`config.mk`:
```
export PLATFORM = sky130hd
export DESIGN_NAME = timer_bank_deadline_scan
export DESIGN_NICKNAME = d
export VERILOG_FILES = /design/src/tbds_pkg.sv /design/src/tbds_ctrl.sv /design/src/tbds_datapath.sv /design/src/timer_bank_deadline_scan.sv
export VERILOG_INCLUDE_DIRS = /design/src /design/src/src
export SDC_FILE = /design/constraint.sdc
export NUM_CORES = 2
export LEC_CHECK = 0
export ABC_AREA = 1
export BUFFER_PORTS_ARGS = -buffer_cell sky130_fd_sc_hd__buf_4
export CAP_MARGIN = 20
export CORE_UTILIZATION = 35
export CTS_BUF_LIST = sky130_fd_sc_hd__clkbuf_2
export DETAILED_ROUTE_END_ITERATION = 10
export GPL_TIMING_DRIVEN = 0
export PLACE_DENSITY_LB_ADDON = 0.2
export REMOVE_ABC_BUFFERS = 1
export SLEW_MARGIN = 20
export SYNTH_ARGS = -nofsm -noshare
export SYNTH_HDL_FRONTEND = slang
export SYNTH_SLANG_ARGS = --single-unit
```
`constraint.sdc`:
```
create_clock -name aclk -period 6.6 [get_ports aclk]
set_input_delay 1.32 -clock aclk [delete_from_list [all_inputs] [get_ports aclk]]
set_output_delay 1.32 -clock aclk [all_outputs]
set_load 0.01 [all_outputs]
```
`src/timer_bank_deadline_scan_macros.svh`:
```
// Assertion helpers for the timer bank; empty when synthesising.
`ifndef TIMER_BANK_DEADLINE_SCAN_MACROS_SVH
`define TIMER_BANK_DEADLINE_SCAN_MACROS_SVH

`ifndef SYNTHESIS
// Same-cycle implication
`define TBDS_ASSERT_IMP(lbl, clk, rstn, ante, cons, msg) \
    lbl: assert property (@(posedge clk) disable iff (!(rstn)) (ante) |-> (cons)) \
        else $error(msg);
// Next-cycle implication
`define TBDS_ASSERT_NXT(lbl, clk, rstn, ante, cons, msg) \
    lbl: assert property (@(posedge clk) disable iff (!(rstn)) (ante) |=> (cons)) \
        else $error(msg);
`else
`define TBDS_ASSERT_IMP(lbl, clk, rstn, ante, cons, msg)
`define TBDS_ASSERT_NXT(lbl, clk, rstn, ante, cons, msg)
`endif

`endif

```
`src/tbds_pkg.sv`:
```
package tbds_pkg;

    localparam int NUM_TIMERS_DEF = 8;

    localparam int OP_W     = 3;
    localparam int IDX_IN_W = 3;
    localparam int PMS_W    = 20;
    localparam int TIME_W   = 63;
    localparam int MHZ_W    = 12;
    localparam int PER_W    = 43;
    localparam int ST_W     = 2;
    localparam int MASK_W   = 8;
    localparam int PROD1_W  = PMS_W + MHZ_W;
    localparam int KILO_W   = 10;

    // Command opcodes
    localparam logic [OP_W-1:0] OP_SCAN    = 3'd0;
    localparam logic [OP_W-1:0] OP_START   = 3'd1;
    localparam logic [OP_W-1:0] OP_RESTART = 3'd2;
    localparam logic [OP_W-1:0] OP_STOP    = 3'd3;
    localparam logic [OP_W-1:0] OP_FSTOP   = 3'd4;
    localparam logic [OP_W-1:0] OP_SETPER  = 3'd5;

    // Timer status codes
    localparam logic [ST_W-1:0] ST_STOPPED = 2'd0;
    localparam logic [ST_W-1:0] ST_RUNNING = 2'd1;
    localparam logic [ST_W-1:0] ST_EXPIRED = 2'd2;

    localparam logic [TIME_W-1:0] TIME_MAX     = {TIME_W{1'b1}};
    localparam logic [MHZ_W-1:0]  MHZ_RATE_RST = 12'd100;
    localparam logic [KILO_W-1:0] MS_TO_KILO   = 10'd1000;

    // Controller to datapath commands
    typedef struct packed {
        logic load;
        logic scan_init;
        logic scan_rd;
        logic per_rd;
        logic arm_add;
        logic arm_write;
        logic set_stop;
        logic mul1;
        logic mul2;
        logic per_wr;
        logic out_load;
    } cmd_t;

    // Datapath to controller status
    typedef struct packed {
        logic [OP_W-1:0] op;
        logic            idx_valid;
        logic            scan_last;
        logic [ST_W-1:0] addr_status;
    } stat_t;

endpackage

```
`src/tbds_ctrl.sv`:
```
module tbds_ctrl
    import tbds_pkg::*;
(
    input  logic  aclk,
    input  logic  aresetn,
    input  logic  s_valid,
    output logic  s_ready,
    output logic  m_valid,
    input  logic  m_ready,
    input  stat_t stat,
    output cmd_t  cmd
);

    typedef enum logic [3:0] {
        S_IDLE,
        S_DISPATCH,
        S_SCAN,
        S_FLUSH,
        S_ARM_ADD,
        S_ARM_WR,
        S_STOP,
        S_MUL1,
        S_MUL2,
        S_PER_WR,
        S_DONE
    } state_t;

    state_t state_reg, state_next;
    logic   m_valid_reg, m_valid_next;
    logic   out_free;

    assign s_ready  = aresetn && (state_reg == S_IDLE);
    assign m_valid  = m_valid_reg;
    assign out_free = !m_valid_reg || m_ready;

    // Sequence commands and pick next state
    always_comb begin
        cmd          = '0;
        state_next   = state_reg;
        m_valid_next = m_valid_reg && !m_ready;
        case (state_reg)
            S_IDLE: begin
                if (s_valid) begin
                    cmd.load   = 1'b1;
                    state_next = S_DISPATCH;
                end
            end
            S_DISPATCH: begin
                if (stat.op == OP_SCAN) begin
                    cmd.scan_init = 1'b1;
                    state_next    = S_SCAN;
                end else if (!stat.idx_valid) begin
                    state_next = S_DONE;
                end else begin
                    case (stat.op)
                        OP_START, OP_RESTART: begin
                            cmd.per_rd = 1'b1;
                            state_next = S_ARM_ADD;
                        end
                        OP_STOP, OP_FSTOP: state_next = S_STOP;
                        OP_SETPER:         state_next = S_MUL1;
                        default:           state_next = S_DONE;
                    endcase
                end
            end
            S_SCAN: begin
                cmd.scan_rd = 1'b1;
                if (stat.scan_last) begin
                    state_next = S_FLUSH;
                end
            end
            S_FLUSH: state_next = S_DONE;
            S_ARM_ADD: begin
                cmd.arm_add = 1'b1;
                state_next  = S_ARM_WR;
            end
            S_ARM_WR: begin
                // start needs a stopped timer, restart also takes an expired one
                cmd.arm_write = (stat.addr_status == ST_STOPPED) ||
                                ((stat.op == OP_RESTART) && (stat.addr_status == ST_EXPIRED));
                state_next    = S_DONE;
            end
            S_STOP: begin
                cmd.set_stop = (stat.op == OP_FSTOP) || (stat.addr_status == ST_RUNNING);
                state_next   = S_DONE;
            end
            S_MUL1: begin
                cmd.mul1   = 1'b1;
                state_next = S_MUL2;
            end
            S_MUL2: begin
                cmd.mul2   = 1'b1;
                state_next = S_PER_WR;
            end
            S_PER_WR: begin
                cmd.per_wr = 1'b1;
                state_next = S_DONE;
            end
            S_DONE: begin
                // hold here while the previous result is still unclaimed
                if (out_free) begin
                    cmd.out_load = 1'b1;
                    m_valid_next = 1'b1;
                    state_next   = S_IDLE;
                end
            end
            default: state_next = S_IDLE;
        endcase
    end

    // Hold state and the result valid flag
    always_ff @(posedge aclk) begin
        if (!aresetn) begin
            state_reg   <= S_IDLE;
            m_valid_reg <= 1'b0;
        end else begin
            state_reg   <= state_next;
            m_valid_reg <= m_valid_next;
        end
    end

endmodule

```
`src/tbds_datapath.sv`:
```
module tbds_datapath
    import tbds_pkg::*;
#(
    parameter int NUM_TIMERS = NUM_TIMERS_DEF
) (
    input  logic                aclk,
    input  logic                aresetn,
    input  logic                cfg_wr_en,
    input  logic [MHZ_W-1:0]    cfg_wr_data,
    input  logic [OP_W-1:0]     s_opcode,
    input  logic [IDX_IN_W-1:0] s_timer_index,
    input  logic [PMS_W-1:0]    s_period_ms,
    input  logic [TIME_W-1:0]   s_now,
    output logic [MASK_W-1:0]   m_expired_mask,
    output logic [TIME_W-1:0]   m_earliest_deadline,
    output logic [ST_W-1:0]     m_addressed_status,
    input  cmd_t                cmd,
    output stat_t               stat
);

    localparam int IDX_W = (NUM_TIMERS > 1) ? $clog2(NUM_TIMERS) : 1;
    localparam int AW    = (IDX_W > IDX_IN_W) ? IDX_W : IDX_IN_W;

    // Captured transaction
    logic [OP_W-1:0]     op_reg;
    logic [IDX_IN_W-1:0] idx_reg;
    logic [PMS_W-1:0]    pms_reg;
    logic [TIME_W-1:0]   now_reg;
    logic [MHZ_W-1:0]    mhz_rate_reg;

    // Timer state
    logic [ST_W-1:0]   status_reg [0:NUM_TIMERS-1];
    logic [NUM_TIMERS-1:0] per_valid_reg;
    logic [PER_W-1:0]  per_mem [0:NUM_TIMERS-1];
    logic [TIME_W-1:0] dl_mem  [0:NUM_TIMERS-1];
    logic [TIME_W-1:0] nd_reg;

    // Working registers
    logic [IDX_W-1:0]   cnt_reg;
    logic [IDX_W-1:0]   eval_addr_reg;
    logic               eval_v_reg;
    logic [TIME_W-1:0]  dl_q_reg;
    logic [PER_W-1:0]   per_q_reg;
    logic               per_vq_reg;
    logic [TIME_W-1:0]  arm_d_reg;
    logic [PROD1_W-1:0] prod1_reg;
    logic [PER_W-1:0]   prod2_reg;
    logic [MASK_W-1:0]  mask_reg;

    // Result registers
    logic [MASK_W-1:0] out_mask_reg;
    logic [TIME_W-1:0] out_nd_reg;
    logic [ST_W-1:0]   out_st_reg;

    logic [AW-1:0]     idx_ext;
    logic [IDX_W-1:0]  idx_a;
    logic [AW-1:0]     eval_ext;
    logic              idx_valid;
    logic [IDX_W-1:0]  st_addr;
    logic [ST_W-1:0]   st_rd;
    logic              eval_run;
    logic              eval_exp;
    logic [PER_W-1:0]  per_eff;
    logic [TIME_W:0]   arm_sum;

    assign idx_ext   = AW'(idx_reg);
    assign idx_a     = idx_ext[IDX_W-1:0];
    assign eval_ext  = AW'(eval_addr_reg);
    assign idx_valid = (32'(idx_reg) < NUM_TIMERS);

    // Single status read port: scan entry under test, else addressed timer
    assign st_addr  = eval_v_reg ? eval_addr_reg : idx_a;
    assign st_rd    = status_reg[st_addr];
    assign eval_run = eval_v_reg && (st_rd == ST_RUNNING);
    assign eval_exp = eval_run && (dl_q_reg < now_reg);

    assign per_eff = per_vq_reg ? per_q_reg : '0;
    assign arm_sum = {1'b0, now_reg} + (TIME_W + 1)'(per_eff);

    assign stat.op          = op_reg;
    assign stat.idx_valid   = idx_valid;
    assign stat.scan_last   = (cnt_reg == IDX_W'(NUM_TIMERS - 1));
    assign stat.addr_status = st_rd;

    assign m_expired_mask      = out_mask_reg;
    assign m_earliest_deadline = out_nd_reg;
    assign m_addressed_status  = out_st_reg;

    // Configuration register
    always_ff @(posedge aclk) begin
        if (!aresetn) begin
            mhz_rate_reg <= MHZ_RATE_RST;
        end else if (cfg_wr_en) begin
            mhz_rate_reg <= cfg_wr_data;
        end
    end

    // Capture the transaction
    always_ff @(posedge aclk) begin
        if (cmd.load) begin
            op_reg  <= s_opcode;
            idx_reg <= s_timer_index;
            pms_reg <= s_period_ms;
            now_reg <= s_now;
        end
    end

    // Timer status: expire on scan, arm, stop
    always_ff @(posedge aclk) begin
        if (!aresetn) begin
            for (int i = 0; i < NUM_TIMERS; i++) begin
                status_reg[i] <= ST_STOPPED;
            end
        end else if (eval_exp) begin
            status_reg[eval_addr_reg] <= ST_EXPIRED;
        end else if (cmd.arm_write) begin
            status_reg[idx_a] <= ST_RUNNING;
        end else if (cmd.set_stop) begin
            status_reg[idx_a] <= ST_STOPPED;
        end
    end

    // Scan sequencing and read pipeline
    always_ff @(posedge aclk) begin
        if (!aresetn) begin
            eval_v_reg <= 1'b0;
        end else begin
            eval_v_reg <= cmd.scan_rd;
        end
    end

    always_ff @(posedge aclk) begin
        if (cmd.scan_init) begin
            cnt_reg <= '0;
        end else if (cmd.scan_rd) begin
            cnt_reg <= cnt_reg + 1'b1;
        end
        if (cmd.scan_rd) begin
            eval_addr_reg <= cnt_reg;
        end
    end

    // Deadline memory
    always_ff @(posedge aclk) begin
        if (cmd.arm_write) begin
            dl_mem[idx_a] <= arm_d_reg;
        end
        if (cmd.scan_rd) begin
            dl_q_reg <= dl_mem[cnt_reg];
        end
    end

    // Period memory, with valid bits standing in for its zero reset
    always_ff @(posedge aclk) begin
        if (cmd.per_wr) begin
            per_mem[idx_a] <= prod2_reg;
        end
        if (cmd.per_rd) begin
            per_q_reg <= per_mem[idx_a];
        end
    end

    always_ff @(posedge aclk) begin
        if (!aresetn) begin
            per_valid_reg <= '0;
        end else if (cmd.per_wr) begin
            per_valid_reg[idx_a] <= 1'b1;
        end
    end

    always_ff @(posedge aclk) begin
        if (cmd.per_rd) begin
            per_vq_reg <= per_valid_reg[idx_a];
        end
    end

    // Arm: deadline = now + period, saturated
    always_ff @(posedge aclk) begin
        if (cmd.arm_add) begin
            arm_d_reg <= arm_sum[TIME_W] ? TIME_MAX : arm_sum[TIME_W-1:0];
        end
    end

    // Period conversion over two multiply steps
    always_ff @(posedge aclk) begin
        if (cmd.mul1) begin
            prod1_reg <= PROD1_W'(pms_reg) * PROD1_W'(mhz_rate_reg);
        end
        if (cmd.mul2) begin
            prod2_reg <= PER_W'(prod1_reg) * PER_W'(MS_TO_KILO);
        end
    end

    // Earliest deadline
    always_ff @(posedge aclk) begin
        if (!aresetn) begin
            nd_reg <= TIME_MAX;
        end else if (cmd.scan_init) begin
            nd_reg <= TIME_MAX;
        end else if (eval_run && !eval_exp) begin
            if (dl_q_reg < nd_reg) begin
                nd_reg <= dl_q_reg;
            end
        end else if (cmd.arm_write) begin
            if (arm_d_reg < nd_reg) begin
                nd_reg <= arm_d_reg;
            end
        end
    end

    // Expired mask for the current scan
    always_ff @(posedge aclk) begin
        if (cmd.load) begin
            mask_reg <= '0;
        end else if (eval_exp && (32'(eval_addr_reg) < MASK_W)) begin
            mask_reg[eval_ext[2:0]] <= 1'b1;
        end
    end

    // Result registers
    always_ff @(posedge aclk) begin
        if (cmd.out_load) begin
            out_mask_reg <= mask_reg;
            out_nd_reg   <= nd_reg;
            out_st_reg   <= idx_valid ? st_rd : ST_STOPPED;
        end
    end

endmodule

```
`src/timer_bank_deadline_scan.sv`:
```
// Timer bank with deadline scan.
// Input channel (s_valid/s_ready) carries one command per transaction:
// opcode, timer index, period in ms and the current time in cycles.
// Result channel (m_valid/m_ready) returns one transaction per command:
// the expired mask, the earliest pending deadline and the addressed
// timer's status. cfg_wr_en/cfg_wr_data set the clock rate in MHz.
// One transaction is processed at a time; s_ready is high while idle.
// A scan reads the deadline memory one timer per cycle; start and
// restart read the period, add it to now and then arm; set period
// passes through two multiply steps. A new command is accepted the
// cycle after the result is registered.
// The result register lets the next command be accepted while the last
// result waits; if m_ready stays low the block holds the finished
// result of the following command until the register frees.
// Reset (aresetn low, synchronous) stops all timers, zeroes periods,
// sets the earliest deadline to its maximum and the clock rate to 100 MHz.
`include "timer_bank_deadline_scan_macros.svh"

module timer_bank_deadline_scan
    import tbds_pkg::*;
#(
    parameter int NUM_TIMERS = NUM_TIMERS_DEF
) (
    input  logic                aclk,
    input  logic                aresetn,
    input  logic                cfg_wr_en,
    input  logic [MHZ_W-1:0]    cfg_wr_data,
    input  logic                s_valid,
    output logic                s_ready,
    input  logic [OP_W-1:0]     s_opcode,
    input  logic [IDX_IN_W-1:0] s_timer_index,
    input  logic [PMS_W-1:0]    s_period_ms,
    input  logic [TIME_W-1:0]   s_now,
    output logic                m_valid,
    input  logic                m_ready,
    output logic [MASK_W-1:0]   m_expired_mask,
    output logic [TIME_W-1:0]   m_earliest_deadline,
    output logic [ST_W-1:0]     m_addressed_status
);

    cmd_t  cmd;
    stat_t stat;

    tbds_ctrl u_ctrl (
        .aclk    (aclk),
        .aresetn (aresetn),
        .s_valid (s_valid),
        .s_ready (s_ready),
        .m_valid (m_valid),
        .m_ready (m_ready),
        .stat    (stat),
        .cmd     (cmd)
    );

    tbds_datapath #(
        .NUM_TIMERS (NUM_TIMERS)
    ) u_datapath (
        .aclk                (aclk),
        .aresetn             (aresetn),
        .cfg_wr_en           (cfg_wr_en),
        .cfg_wr_data         (cfg_wr_data),
        .s_opcode            (s_opcode),
        .s_timer_index       (s_timer_index),
        .s_period_ms         (s_period_ms),
        .s_now               (s_now),
        .m_expired_mask      (m_expired_mask),
        .m_earliest_deadline (m_earliest_deadline),
        .m_addressed_status  (m_addressed_status),
        .cmd                 (cmd),
        .stat                (stat)
    );

    // Checks on controller sequencing
    `TBDS_ASSERT_NXT(a_busy_after_accept, aclk, aresetn, s_valid && s_ready, !s_ready, "accepted while busy")
    `TBDS_ASSERT_IMP(a_arm_not_running, aclk, aresetn, cmd.arm_write, stat.addr_status != ST_RUNNING, "armed a running timer")
    `TBDS_ASSERT_IMP(a_out_load_free, aclk, aresetn, cmd.out_load, !m_valid || m_ready, "result overwritten")

endmodule

```
==> out/results.md <==
| Metric | Value | Unit |
| --- | --- | --- |
| Cts repair resizes | 0 | - |
| Final count of pins violating max slew | 0 | - |
| Largest reg by FF count | u_datapath.dl_mem | - |
| Global-route wire length before repair | 297000 | um |
| DRC marker count from the first detailed-route iteration | 3382 | - |
| Post-placement worst setup slack | 0.7168 | ns |
| Power density over cell area | 391.5 | nW/um2 |
| Area enclosed by the die boundary | 200600 | um2 |
| Simple-Gate Fraction of Synth Area | 13.71 | % |
| Area of combinational cells with multiple inputs | 26740 | um2 |
| Required time at the endpoint of the critical path | 7.95 | ns |
| Estimated wirelength of the detail-placed design | 138800 | um |
| Outcome | finished, final reports clean | - |
| Share of synthesized area spent on multiplexers | 0 | % |
| CTS HTree Levels | 5 | - |
| Vias/cell | 4.958 | - |
| Worst-path clk slew | 0.11 | ns |
| Endpoint class of the critical path | register | - |
| Final cell count without fillers | 9904 | - |
| Share of the core filled with cells | 40.84 | % |
| Count of flip-flops with a built-in enable after synthesis | 1234 | - |
| Worst voltage drop across the vdd grid | 503.4 | uV |
| Share of the synthesized area in compound gates (AO/OA/AOI/OAI) | 7.757 | % |
| Register-to-Register Path Depth | 20 | - |
| Chip height | 447.9 | um |
| Combinational family with the most area after synthesis | adder cells | - |
| Per-instance average area after synthesis | 10.85 | um2 |
| Nets@finish | 7785 | - |
| Proportion of layout cells with a drive suffix above 1 | 13.00 | % |
| Antenna violations before repair | 5 | - |
| # Post-CTS Setup Buffers | 0 | - |
| Number of buffers on the longest clock path | 4 | - |
| Timing-limited maximum frequency | 165.9 | MHz |
| Fraction of the cycle the final worst path needs | 91.34 | % |
| Number of buffers added on ports | 180 | - |
| Number of distinct library cell variants in the gate-level netlist after synthesis | 50 | - |
| Clock buffers created by TritonCTS | 366 | - |
| Number of synthesized register bits | 1334 | - |
| Fraction of the yosys area taken by sequential cells | 56.13 | % |
| Number of remaining DRC errors | 0 | - |
| R2r endpoint | u_datapath.prod1_reg[29] | - |
| Most common cell after layout, fill and taps aside | sky130_fd_sc_hd__edfxtp_1 | - |
| Post-layout minimum cycle time | 6.028 | ns |
| Initial standard-cell utilization of the core | 35.25 | % |
| Critical path class | reg2reg | - |
| Floorplan die width | 447.9 | um |
| Top flip-flop cell by instance count after synthesis | sky130_fd_sc_hd__edfxtp_1 | - |
| Mapped Area | 69590 | um2 |
| Core Region | 197400 | um2 |
| Worst slew slack as a fraction of its limit | 21.36 | % |
| Total via count in the routed design | 49110 | - |
| Count of cells along the worst hold path | 0 | - |
| Max FO, Critical Path | 21 | - |
| Reported leakage power | 33.85 | nW |
| Cell chosen for the clock root | sky130_fd_sc_hd__clkbuf_2 | - |
| Kind of start point of the critical path | register | - |
| Commonest cells after routing, fill and taps aside | sky130_fd_sc_hd__edfxtp_1 (1234), sky130_fd_sc_hd__nand2_1 (1093), sky130_fd_sc_hd__inv_1 (819), sky130_fd_sc_hd__nor2_1 (709), sky130_fd_sc_hd__clkbuf_2 (529) | - |
| Maximum number of pins on one net before global-route repair | 101 | - |
| ANT nets after route | 0 | - |
| Worst r2r src | u_datapath.mhz_rate_reg[8] | - |
| Proportion of synthesized flip-flops having asynchronous set or reset | 0 | % |
| Final Hold Vio Count | 0 | - |
| Biggest regs | u_datapath.dl_mem (504), u_datapath.per_mem (312) | - |
| Largest clock skew in the final design | 0.2721 | ns |
| Actual slew at the worst max-slew pin | 1.180 | ns |
| Total length of routed wires | 196200 | um |
| Number of clock sinks seen by CTS | 1334 | - |
| Drt first pass iters | 6 | - |
| Total number of yosys warnings | 0 | - |
| Number of placement rows | 163 | - |
| Clock Latency Late Sink | 1.86 | ns |
| Number of ports placed on the die boundary | 181 | - |
| Total Routing Usage GR | 19.50 | % |
| Count of placed standard cells including taps | 9135 | - |
| Final number of setup-violating endpoints | 0 | - |
| Avg WL per Cell | 19.81 | um |
| Hold Startpoint | u_datapath.mask_reg[3] | - |
| Post-Synth XOR/XNOR Area | 1.120 | % |
| Maxcap violations | 0 | - |
| Setup slack after layout | 0.5716 | ns |
| Worst Path Arrival | 7.38 | ns |
| Sink of the worst hold path | u_datapath.m_expired_mask[3] | - |
| Fill cell count | 19210 | - |
| Clock tree from TritonCTS | done | - |
| Sequential standard cell area | 39070 | um2 |
| Largest register FFs | 504 | - |
| Congestion Overflow GR | 0 | - |
| Routability cong. | 0.9237 | - |
| Vias in the first global route | 49410 | - |
| Register-to-register path setup slack | 0.57 | ns |
| Post-synthesis adder-cell area fraction | 15.47 | % |
| Synthesized instance count | 6414 | - |
| Area delta synth->final | 15.86 | % |
| Unrepaired setup endpoints after global routing | no | - |
| Worst hold path type | reg2reg | - |
==> layout make-up <==
| type | count | area share (%) |
|---|---|---|
| well taps | 2640 | 4.097 |
| inverters | 830 | 3.892 |
| flip-flops and latches | 1334 | 48.45 |
| diodes | 8 | 0.02483 |
| clock inverters | 97 | 0.5882 |
| multi-input cells | 4019 | 33.17 |
| repair buffers | 447 | 6.490 |
| clock buffers | 529 | 3.284 |
==> worst max path at each step <==
stage                               start                  endpoint  cells past startpoint
5_1_grt        u_datapath.mhz_rate_reg[7]  u_datapath.prod1_reg[29]                     20
3_3_place_gp        u_datapath.cnt_reg[0]   u_datapath.dl_q_reg[33]                      5
3_5_place_dp   u_datapath.mhz_rate_reg[8]  u_datapath.prod1_reg[29]                     20
4_1_cts        u_datapath.mhz_rate_reg[8]  u_datapath.prod1_reg[29]                     20
2_1_floorplan       u_datapath.cnt_reg[0]    u_datapath.dl_q_reg[0]                      5
6_report       u_datapath.mhz_rate_reg[8]  u_datapath.prod1_reg[29]                     20
==> worst max-delay path: stages, from the launching register on <==
cell and delay [ns]:
sky130_fd_sc_hd__dfxtp_1 0.95, sky130_fd_sc_hd__nand2_1 0.21, sky130_fd_sc_hd__fa_1 0.59, sky130_fd_sc_hd__inv_1 0.05, sky130_fd_sc_hd__fa_1 0.46, sky130_fd_sc_hd__fa_1 0.54
sky130_fd_sc_hd__fa_1 0.55, sky130_fd_sc_hd__inv_1 0.05, sky130_fd_sc_hd__fa_1 0.58, sky130_fd_sc_hd__inv_1 0.05, sky130_fd_sc_hd__ha_1 0.38, sky130_fd_sc_hd__nand2_1 0.10
sky130_fd_sc_hd__inv_1 0.08, sky130_fd_sc_hd__nand2_1 0.10, sky130_fd_sc_hd__nand3b_1 0.17, sky130_fd_sc_hd__nand2_1 0.11, sky130_fd_sc_hd__a21oi_1 0.11, sky130_fd_sc_hd__o21ai_0 0.31
sky130_fd_sc_hd__nand2_1 0.12, sky130_fd_sc_hd__nand4_1 0.09, sky130_fd_sc_hd__nand2_1 0.05
==> synthesized netlist by cell type, types with 7 or more instances <==
| cell type | number | area, um2 |
|---|---|---|
| sky130_fd_sc_hd__edfxtp_1 | 1234 | 37060 |
| sky130_fd_sc_hd__nand2_1 | 1096 | 4114 |
| sky130_fd_sc_hd__inv_1 | 820 | 3078 |
| sky130_fd_sc_hd__nor2_1 | 732 | 2748 |
| sky130_fd_sc_hd__ha_1 | 382 | 4780 |
| sky130_fd_sc_hd__o21ai_0 | 366 | 1832 |
| sky130_fd_sc_hd__nand3_1 | 319 | 1597 |
| sky130_fd_sc_hd__fa_1 | 299 | 5986 |
| sky130_fd_sc_hd__a21oi_1 | 236 | 1181 |
| sky130_fd_sc_hd__clkbuf_1 | 189 | 709.4 |
| sky130_fd_sc_hd__dfxtp_1 | 100 | 2002 |
| sky130_fd_sc_hd__a31oi_1 | 86 | 538.0 |
| sky130_fd_sc_hd__nand4_1 | 75 | 469.2 |
| sky130_fd_sc_hd__o22ai_1 | 67 | 419.2 |
| sky130_fd_sc_hd__xor2_1 | 60 | 525.5 |
| sky130_fd_sc_hd__a22oi_1 | 51 | 382.9 |
| sky130_fd_sc_hd__nor3_1 | 37 | 185.2 |
| sky130_fd_sc_hd__xnor2_1 | 29 | 254.0 |
| sky130_fd_sc_hd__a22o_1 | 28 | 245.2 |
| sky130_fd_sc_hd__a221oi_1 | 25 | 219.0 |
| sky130_fd_sc_hd__a21o_1 | 23 | 172.7 |
| sky130_fd_sc_hd__buf_1 | 22 | 82.58 |
| sky130_fd_sc_hd__buf_2 | 14 | 70.07 |
| sky130_fd_sc_hd__nor4_1 | 14 | 87.58 |
| sky130_fd_sc_hd__o21bai_1 | 12 | 90.09 |
| sky130_fd_sc_hd__o211ai_1 | 11 | 82.58 |
| sky130_fd_sc_hd__nand3b_1 | 10 | 75.07 |
| sky130_fd_sc_hd__inv_2 | 8 | 30.03 |
| sky130_fd_sc_hd__or2_2 | 7 | 43.79 |
==> per-layer routing <==
layer  vias up  global-route usage [%]  wire length, um
li1      23270                       -                -
met1     24120                   24.64            82450
met2      1356                   33.26            96860
met3       364                   3.020             9672
met4         0                   7.844             7183
met5         -                       0                0
==> metrics by stage <==
| stage | TNS [ns] | area [um2] | hold slack (ns) | total power [mW] |
|---|---|---|---|---|
| finish | 0 | 80620 | 0.1884 | 31.56 |
| global route | 0 | 80620 | 0.001364 | 34.28 |
| CTS | 0 | 80600 | 0.0003457 | 32.08 |
| detailed placement | 0 | 76130 | 0.4194 | 26.18 |
| global placement | -6993.03 | 73310 | 0.4170 | 25.82 |
| floorplan | -234.09 | 68660 | 0.4082 | 21.38 |
==> power breakdown <==
part | switching [mW] | internal [mW] | leakage, nW | total (mW)
clock | 3.47 | 2.25 | 2.45 | 5.73
sequential | 0.955 | 10.7 | 12.0 | 11.7
combinational | 9.01 | 5.14 | 19.4 | 14.1
==> logic make-up (layout without fill, tap and decap cells) <==
family,count (synthesis),after routing
simple gates,2314,2314
fa+ha+maj,681,681
compound gates,935,935
flops,1334,1334
xor+xnor,89,89
other cells,0,8
buf+inv,1061,1903
==> repair_timing <==
item,in CTS,in global routing
hold buffers,135,0
setup endpoints to repair,0,0
hold endpoints to repair,134,0
No activity file was read; power rests on OpenSTA's default activity.
